[src/hdl/sbmq_pkg.sv]
// Shared types and codes for the shared-buffer multi-queue manager.
// No dependencies; imported by the top level, sbmq_ctrl and sbmq_dp.
package sbmq_pkg;

    localparam logic REQ_PUSH = 1'b0;
    localparam logic REQ_POP  = 1'b1;

    localparam logic [1:0] ST_OK    = 2'd0;
    localparam logic [1:0] ST_FULL  = 2'd1;
    localparam logic [1:0] ST_EMPTY = 2'd2;

    typedef struct packed {
        logic               req_type;
        logic [1:0]         queue_id;
        logic signed [31:0] key;
    } req_t;

    typedef struct packed {
        logic signed [31:0] data;
        logic [1:0]         status;
    } rsp_t;

    // controller -> datapath
    typedef struct packed {
        logic load;    // request accepted: latch it, read head/tail
        logic fetch;   // read link/data of the selected slot, store push key
        logic commit;  // update pointers, load the response register
    } cmd_t;

    // datapath -> controller
    typedef struct packed {
        logic out_free;  // response register can take a new result
    } sts_t;

endpackage

[src/hdl/shared_buffer_multi_queue.sv]
// Shared-buffer multi-queue manager: top level.
// Depends on sbmq_pkg, sbmq_ctrl, sbmq_dp (which uses sbmq_ram).
//
// QUEUES FIFO queues share a pool of SLOTS 32-bit slots, linked through a
// next-pointer RAM; unused slots form a free list.
// Request channel (req_valid/req_ready/req): push key onto queue_id, or pop
// from queue_id. queue_id wraps modulo QUEUES.
// Response channel (rsp_valid/rsp_ready/rsp): one response per request, in
// order. Push: status ok, or full (request dropped). Pop: popped key and ok,
// or data 0 with status empty.
// Sequence: a request passes through load, which reads the queue's
// head/tail RAMs, fetch, which reads the slot's link and data RAMs, and
// commit, which writes back the pointers and loads the response register;
// a new request is taken only after commit. Each RAM has a registered read port.
// A finished response waits in the output register; the next request is
// accepted and worked on meanwhile and only holds in its write-back cycle
// until the waiting response is taken.
// Reset: all queues empty, every slot free. The link RAM needs no clearing
// pass; slots never yet handed out are tracked by a fill count.
module shared_buffer_multi_queue
    import sbmq_pkg::*;
#(
    parameter int SLOTS  = 16,
    parameter int QUEUES = 4
) (
    input  logic clk,
    input  logic rst_n,
    input  logic req_valid,
    output logic req_ready,
    input  req_t req,
    output logic rsp_valid,
    input  logic rsp_ready,
    output rsp_t rsp
);

    cmd_t cmd;
    sts_t sts;

    // sequencer: one request in flight
    sbmq_ctrl u_ctrl (
        .clk       (clk),
        .rst_n     (rst_n),
        .req_valid (req_valid),
        .req_ready (req_ready),
        .cmd       (cmd),
        .sts       (sts)
    );

    // list storage, pointers and response register
    sbmq_dp #(.SLOTS(SLOTS), .QUEUES(QUEUES)) u_dp (
        .clk       (clk),
        .rst_n     (rst_n),
        .req       (req),
        .cmd       (cmd),
        .sts       (sts),
        .rsp_valid (rsp_valid),
        .rsp_ready (rsp_ready),
        .rsp       (rsp)
    );

`ifndef SYNTHESIS
    // an accepted request keeps the block busy for its fetch and commit cycles
    assert property (@(posedge clk) disable iff (!rst_n)
        (req_valid && req_ready) |=> !req_ready ##1 !req_ready)
        else $error("request accepted while previous one still in progress");

    // failed requests never carry data
    assert property (@(posedge clk) disable iff (!rst_n)
        (rsp_valid && (rsp.status != ST_OK)) |-> (rsp.data == '0))
        else $error("full or empty response with nonzero data");

    // status is always one of the three defined codes
    assert property (@(posedge clk) disable iff (!rst_n)
        rsp_valid |-> (rsp.status == ST_OK || rsp.status == ST_FULL
                       || rsp.status == ST_EMPTY))
        else $error("undefined response status");
`endif

endmodule

[src/hdl/sbmq_ram.sv]
// Generic single-write, single-read RAM with registered read data.
// Depends on nothing.
module sbmq_ram #(
    parameter int WIDTH = 8,
    parameter int DEPTH = 16
) (
    input  logic                                   clk,
    input  logic                                   wr_en,
    input  logic [(DEPTH > 1 ? $clog2(DEPTH) : 1)-1:0] wr_addr,
    input  logic [WIDTH-1:0]                       wr_data,
    input  logic                                   rd_en,
    input  logic [(DEPTH > 1 ? $clog2(DEPTH) : 1)-1:0] rd_addr,
    output logic [WIDTH-1:0]                       rd_data
);

    logic [WIDTH-1:0] mem [DEPTH];

    always_ff @(posedge clk)
    begin
        if (wr_en)
        begin
            mem[wr_addr] <= wr_data;
        end
        if (rd_en)
        begin
            rd_data <= mem[rd_addr];
        end
    end

endmodule

[src/hdl/sbmq_ctrl.sv]
// Request sequencer: idle -> fetch -> commit, holding in commit while the
// response register is occupied. Depends on sbmq_pkg.
module sbmq_ctrl
    import sbmq_pkg::*;
(
    input  logic clk,
    input  logic rst_n,
    input  logic req_valid,
    output logic req_ready,
    output cmd_t cmd,
    input  sts_t sts
);

    localparam logic [1:0] S_IDLE   = 2'd0;
    localparam logic [1:0] S_FETCH  = 2'd1;
    localparam logic [1:0] S_COMMIT = 2'd2;

    logic [1:0] state_reg;
    logic [1:0] state_next;

    always_ff @(posedge clk or negedge rst_n)
    begin
        if (!rst_n)
        begin
            state_reg <= S_IDLE;
        end
        else
        begin
            state_reg <= state_next;
        end
    end

    always_comb
    begin
        state_next = state_reg;
        cmd        = '0;
        req_ready  = 1'b0;
        case (state_reg)
            S_IDLE:
            begin
                req_ready = 1'b1;
                if (req_valid)
                begin
                    cmd.load   = 1'b1;
                    state_next = S_FETCH;
                end
            end
            S_FETCH:
            begin
                cmd.fetch  = 1'b1;
                state_next = S_COMMIT;
            end
            S_COMMIT:
            begin
                if (sts.out_free)
                begin
                    cmd.commit = 1'b1;
                    state_next = S_IDLE;
                end
            end
            default:
            begin
                state_next = S_IDLE;
            end
        endcase
    end

endmodule

[src/hdl/sbmq_dp.sv]
// Datapath: slot data/link RAMs, per-queue head/tail RAMs, free list
// pointers and the response register. Depends on sbmq_pkg, sbmq_ram.
module sbmq_dp
    import sbmq_pkg::*;
#(
    parameter int SLOTS  = 16,
    parameter int QUEUES = 4
) (
    input  logic clk,
    input  logic rst_n,
    input  req_t req,
    input  cmd_t cmd,
    output sts_t sts,
    output logic rsp_valid,
    input  logic rsp_ready,
    output rsp_t rsp
);

    localparam int IW = $clog2(SLOTS);
    localparam int QW = (QUEUES > 1) ? $clog2(QUEUES) : 1;
    localparam int FW = $clog2(SLOTS + 1);
    localparam int LW = IW + 1;

    // queue_id wraps modulo QUEUES
    localparam logic [QW-1:0] QMAP [4] = '{QW'(0 % QUEUES), QW'(1 % QUEUES),
                                           QW'(2 % QUEUES), QW'(3 % QUEUES)};

    logic               op_reg;
    logic [QW-1:0]      q_reg;
    logic [31:0]        key_reg;

    logic [IW-1:0]      free_head_reg;
    logic [IW-1:0]      free_head_next;
    logic               free_valid_reg;
    logic               free_valid_next;
    logic [FW-1:0]      fresh_reg;       // slots >= fresh_reg still on the initial chain
    logic [FW-1:0]      fresh_next;
    logic [QUEUES-1:0]  head_valid_reg;
    logic [QUEUES-1:0]  head_valid_next;
    logic               rsp_valid_reg;
    logic               rsp_valid_next;
    rsp_t               rsp_reg;
    rsp_t               rsp_next;

    logic               head_we;
    logic [IW-1:0]      head_wd;
    logic [IW-1:0]      head_rd;
    logic               tail_we;
    logic [IW-1:0]      tail_rd;
    logic               link_we;
    logic [IW-1:0]      link_wa;
    logic [LW-1:0]      link_wd;
    logic [IW-1:0]      link_ra;
    logic [LW-1:0]      link_rd;
    logic               data_we;
    logic               data_re;
    logic [31:0]        data_rd;

    logic               q_valid;
    logic               s_fresh;
    logic               fresh_last;
    logic [FW-1:0]      fresh_inc;

    sbmq_ram #(.WIDTH(IW), .DEPTH(QUEUES)) u_head_ram (
        .clk     (clk),
        .wr_en   (head_we),
        .wr_addr (q_reg),
        .wr_data (head_wd),
        .rd_en   (cmd.load),
        .rd_addr (QMAP[req.queue_id]),
        .rd_data (head_rd)
    );

    sbmq_ram #(.WIDTH(IW), .DEPTH(QUEUES)) u_tail_ram (
        .clk     (clk),
        .wr_en   (tail_we),
        .wr_addr (q_reg),
        .wr_data (free_head_reg),
        .rd_en   (cmd.load),
        .rd_addr (QMAP[req.queue_id]),
        .rd_data (tail_rd)
    );

    sbmq_ram #(.WIDTH(LW), .DEPTH(SLOTS)) u_link_ram (
        .clk     (clk),
        .wr_en   (link_we),
        .wr_addr (link_wa),
        .wr_data (link_wd),
        .rd_en   (cmd.fetch),
        .rd_addr (link_ra),
        .rd_data (link_rd)
    );

    sbmq_ram #(.WIDTH(32), .DEPTH(SLOTS)) u_data_ram (
        .clk     (clk),
        .wr_en   (data_we),
        .wr_addr (free_head_reg),
        .wr_data (key_reg),
        .rd_en   (data_re),
        .rd_addr (head_rd),
        .rd_data (data_rd)
    );

    assign link_ra = (op_reg == REQ_PUSH) ? free_head_reg : head_rd;
    assign data_we = cmd.fetch && (op_reg == REQ_PUSH) && free_valid_reg;
    assign data_re = cmd.fetch && (op_reg == REQ_POP);

    assign q_valid    = head_valid_reg[q_reg];
    assign s_fresh    = (FW'(free_head_reg) == fresh_reg);
    assign fresh_inc  = fresh_reg + FW'(1);
    assign fresh_last = (fresh_reg == FW'(SLOTS - 1));

    always_comb
    begin
        head_we         = 1'b0;
        head_wd         = free_head_reg;
        tail_we         = 1'b0;
        link_we         = 1'b0;
        link_wa         = free_head_reg;
        link_wd         = {free_valid_reg, free_head_reg};
        free_head_next  = free_head_reg;
        free_valid_next = free_valid_reg;
        fresh_next      = fresh_reg;
        head_valid_next = head_valid_reg;
        rsp_next        = rsp_reg;
        rsp_valid_next  = rsp_ready ? 1'b0 : rsp_valid_reg;
        if (cmd.commit)
        begin
            rsp_valid_next = 1'b1;
            rsp_next.data   = '0;
            rsp_next.status = ST_OK;
            if (op_reg == REQ_PUSH)
            begin
                if (!free_valid_reg)
                begin
                    rsp_next.status = ST_FULL;
                end
                else
                begin
                    tail_we = 1'b1;
                    if (q_valid)
                    begin
                        link_we = 1'b1;
                        link_wa = tail_rd;
                        link_wd = {1'b1, free_head_reg};
                    end
                    else
                    begin
                        head_we                = 1'b1;
                        head_valid_next[q_reg] = 1'b1;
                    end
                    if (s_fresh)
                    begin
                        free_head_next  = IW'(fresh_inc);
                        free_valid_next = !fresh_last;
                        fresh_next      = fresh_inc;
                    end
                    else
                    begin
                        free_head_next  = link_rd[IW-1:0];
                        free_valid_next = link_rd[IW];
                    end
                end
            end
            else
            begin
                if (!q_valid)
                begin
                    rsp_next.status = ST_EMPTY;
                end
                else
                begin
                    if (head_rd == tail_rd)
                    begin
                        head_valid_next[q_reg] = 1'b0;
                    end
                    else
                    begin
                        head_we = 1'b1;
                        head_wd = link_rd[IW-1:0];
                    end
                    link_we         = 1'b1;
                    link_wa         = head_rd;
                    link_wd         = {free_valid_reg, free_head_reg};
                    free_head_next  = head_rd;
                    free_valid_next = 1'b1;
                    rsp_next.data   = data_rd;
                end
            end
        end
    end

    always_ff @(posedge clk or negedge rst_n)
    begin
        if (!rst_n)
        begin
            free_head_reg  <= '0;
            free_valid_reg <= 1'b1;
            fresh_reg      <= '0;
            head_valid_reg <= '0;
            rsp_valid_reg  <= 1'b0;
        end
        else
        begin
            free_head_reg  <= free_head_next;
            free_valid_reg <= free_valid_next;
            fresh_reg      <= fresh_next;
            head_valid_reg <= head_valid_next;
            rsp_valid_reg  <= rsp_valid_next;
        end
    end

    always_ff @(posedge clk)
    begin
        if (cmd.load)
        begin
            op_reg  <= req.req_type;
            q_reg   <= QMAP[req.queue_id];
            key_reg <= req.key;
        end
        rsp_reg <= rsp_next;
    end

    assign sts.out_free = !rsp_valid_reg || rsp_ready;
    assign rsp_valid    = rsp_valid_reg;
    assign rsp          = rsp_reg;

endmodule
[config.mk]
export PLATFORM = sky130hd
export DESIGN_NAME = shared_buffer_multi_queue
export DESIGN_NICKNAME = d
export VERILOG_FILES = /design/src/hdl/sbmq_pkg.sv /design/src/hdl/shared_buffer_multi_queue.sv /design/src/hdl/sbmq_ram.sv /design/src/hdl/sbmq_ctrl.sv /design/src/hdl/sbmq_dp.sv
export SDC_FILE = /design/constraint.sdc
export NUM_CORES = 1
export LEC_CHECK = 0
export ABC_CLOCK_PERIOD_IN_PS = 5180
export BUFFER_PORTS_ARGS = -buffer_cell sky130_fd_sc_hd__buf_2
export CAP_MARGIN = 15
export CORE_MARGIN = 2
export CORE_UTILIZATION = 58
export CTS_CLUSTER_DIAMETER = 40
export DETAILED_ROUTE_END_ITERATION = 16
export PLACE_DENSITY = 0.74
export SLEW_MARGIN = 20
export SYNTH_ARGS = -nofsm -noshare
export SYNTH_HDL_FRONTEND = slang
export SYNTH_SLANG_ARGS = --single-unit
[constraint.sdc]
create_clock -name clk -period 5.18 [get_ports clk]
set_input_delay 0.518 -clock clk [delete_from_list [all_inputs] [get_ports clk]]
set_output_delay 0.518 -clock clk [all_outputs]
set_load 0.02 [all_outputs]
==> flow_summary.ini <==
[synth]
synth_top_area_cell = edfxtp_1
synth_area_leaders = edfxtp_1 (77%), mux4_2 (15%), dfrtp_1 (1.4%)
synth_cell_types = 58
synth_nets = 1280
synth_edf_count = 738
ys_ff_latch = 755
syn_inst = 1239
synth.top_cell.area_share = 0.774
synth-main-ff-cell = edfxtp_1
ys.warnings.count = 0
synthArstFlopShare = 0.0225
synth-seq-area-share = 0.789
synth_area_per_cell_um2 = 23.1
syn_area_mm2 = 0.0286

[global_route]
track_usage = 0.243
grt_pass1_vias = 13968
antenna_found_initial = 0
grt_pass1_wl_mm = 88.7
grt_overflow = 0
grt_max_degree = 69

[cells_and_area]
layoutNonFillerInstCount = 2120
drive_gt1_frac = 0.334
seq_area_mm2 = 0.0226
multiInputGateArea_mm2 = 0.00586
design_area_mm2 = 0.0331
diodes = 0
syn2layout_area_growth_pct = 15.5
largest_register_ffs = 512
n_fill_cell = 2979
final_net_count = 1419

[cts]
htree_levels = 3
clock_sinks = 755
cts-hold-fix-buffers = 1
clk_path_buf_depth = 3
path_clk_slew_ps = 60
cts-resized-gates = 0
cts_made_buffers = 91
clk_latency_ps = 630
cts_setup_buffers = 0
root_buffer = clkbuf_16
tritoncts = built

[placement]
hpwl_mm = 31.9
gp_congestion = 0.827
portBuffers = 74
dp_cells = 1946
dpl_cell_area_mm2 = 0.0300
dp_worst_setup_slack_ps = 1680

[critical_path]
end_kind = flip-flop
critPathMaxFanout = 26
critPathSlowestCell = dfrtp_1
worstPathCellList = inv_1 > or4_1 > nor2_4 > buf_4
max_stage_delay_ps = 950
required_ps = 5470
cp_data_arrival_time_ps = 3710
r2r_slack_ps = 1750
cp-start-kind = flip-flop
criticalPathCategory = reg2reg

[floorplan]
die_area_mm2 = 0.0512
ios = 75
die_h_um = 226
num_rows = 81
core-area_mm2 = 0.0488
fp.dieW_um = 226
initial_core_util = 0.586

[drt]
ant_nets = 0
drt_pass1_iterations = 5
vias = 13258
vias_per_cell = 6.25
drc = 0
wl_per_cell_um = 28.2
drt_wl_total_mm = 59.8
drt_first_iter_violations = 1520

[timing]
slew_headroom = 0.278
tightest_slew_ps = 1080
finalSetupViolCount = 0
slew_viol_final = 0
fmax_mhz = 292
setup_tns_ps = 0
rsz0062_at_grt = false
fin_ws_ps = 1750
post-route-period-util = 0.662
hold_viol_final = 0
clock_skew_ps = 27.4
period_needed_ps = 3430

[pwr]
power_mw = 14.8
vdd_ir_drop_max_uv = 414
power.density_mw_per_mm2 = 447
p_leak_nw = 10.9

[status]
status = finished, final reports clean

[worst_hold_path]
hold_class = in2reg

[flow_run]
max_cap_violations = 0
synth_stat cells, drive strengths merged (3+ instances only):
cell type	n
xnor2	7
o22ai	3
mux2i	20
and2	3
nand3	4
nor3	16
and3	34
edfxtp	738
nand4	5
clkbuf	23
a21oi	8
inv	7
mux2	8
mux4	189
nand2	15
or2	3
xor2	6
dfrtp	16
o21ai	7
buf	41
nor2	44
nand2b	7
final cells by class:
class,instances,share of cell area
clock inverter,70,0.0195
tap,664,0.0251
clock buffer,101,0.0716
multi-input combinational,412,0.177
timing repair buffer,110,0.0229
sequential,755,0.683
inverter,8,0.000908
final timing paths:
check / startpoint / endpoint / depth (start not counted)
max: u_dp.free_head_reg[2] / u_dp.u_data_ram.mem[5][4] / 4
min: req[12] / u_dp.key_reg[12] / 1
max reg2reg: u_dp.free_head_reg[2] / u_dp.u_data_ram.mem[5][4] / 4
min reg2reg: u_dp.fresh_reg[4] / u_dp.fresh_reg[4] / 2
max in group asynchronous: rst_n / u_dp.free_valid_reg / 2
min in group asynchronous: rst_n / u_dp.fresh_reg[1] / 2
kinds of logic after synthesis:
family,synth area share
fa+ha+maj,0.000874
buf+inv,0.0115
simple gates,0.0259
mux,0.159
xor+xnor,0.00398
flops,0.789
compound gates,0.0103
stage by stage:
| stage | util | hold slack, ps |
|---|---|---|
| floorplan | - | 222 |
| global placement | 0.612 | 466 |
| detailed placement | 0.614 | 472 |
| CTS | 0.676 | 38.0 |
| global route | 0.677 | 48.3 |
| finish | 0.677 | 67.2 |
routing by layer:
metal,GRT usage,wire [um],vias to the layer above
li1,-,-,5539
met1,0.341,23800,6975
met2,0.385,29500,635
met3,0.0530,4930,109
met4,0.0860,1650,0
met5,0,0,-
where the power goes:
part | switching (mW) | leakage, nW | internal, mW
clock network | 2.56 | 1.46 | 3.66
logic | 0.705 | 2.48 | 0.529
registers | 0.258 | 6.95 | 7.07
placed cells by master, fill, tap and decap left out, drive strengths merged, types with 20 or more instances in the layout:
cell    instances
edfxtp        738
mux4          189
buf           109
clkbuf        101
nor2           44
clkinv         37
and3           34
inv            25
mux2i          20
critical path: cells and delay by family, from the launching register on:
family	cells	cell delay (ps)
and+or+nand+nor	2	1440
DFF	1	950
buffers and inverters	2	700
Note: power is estimated with default switching activity, not from simulation.
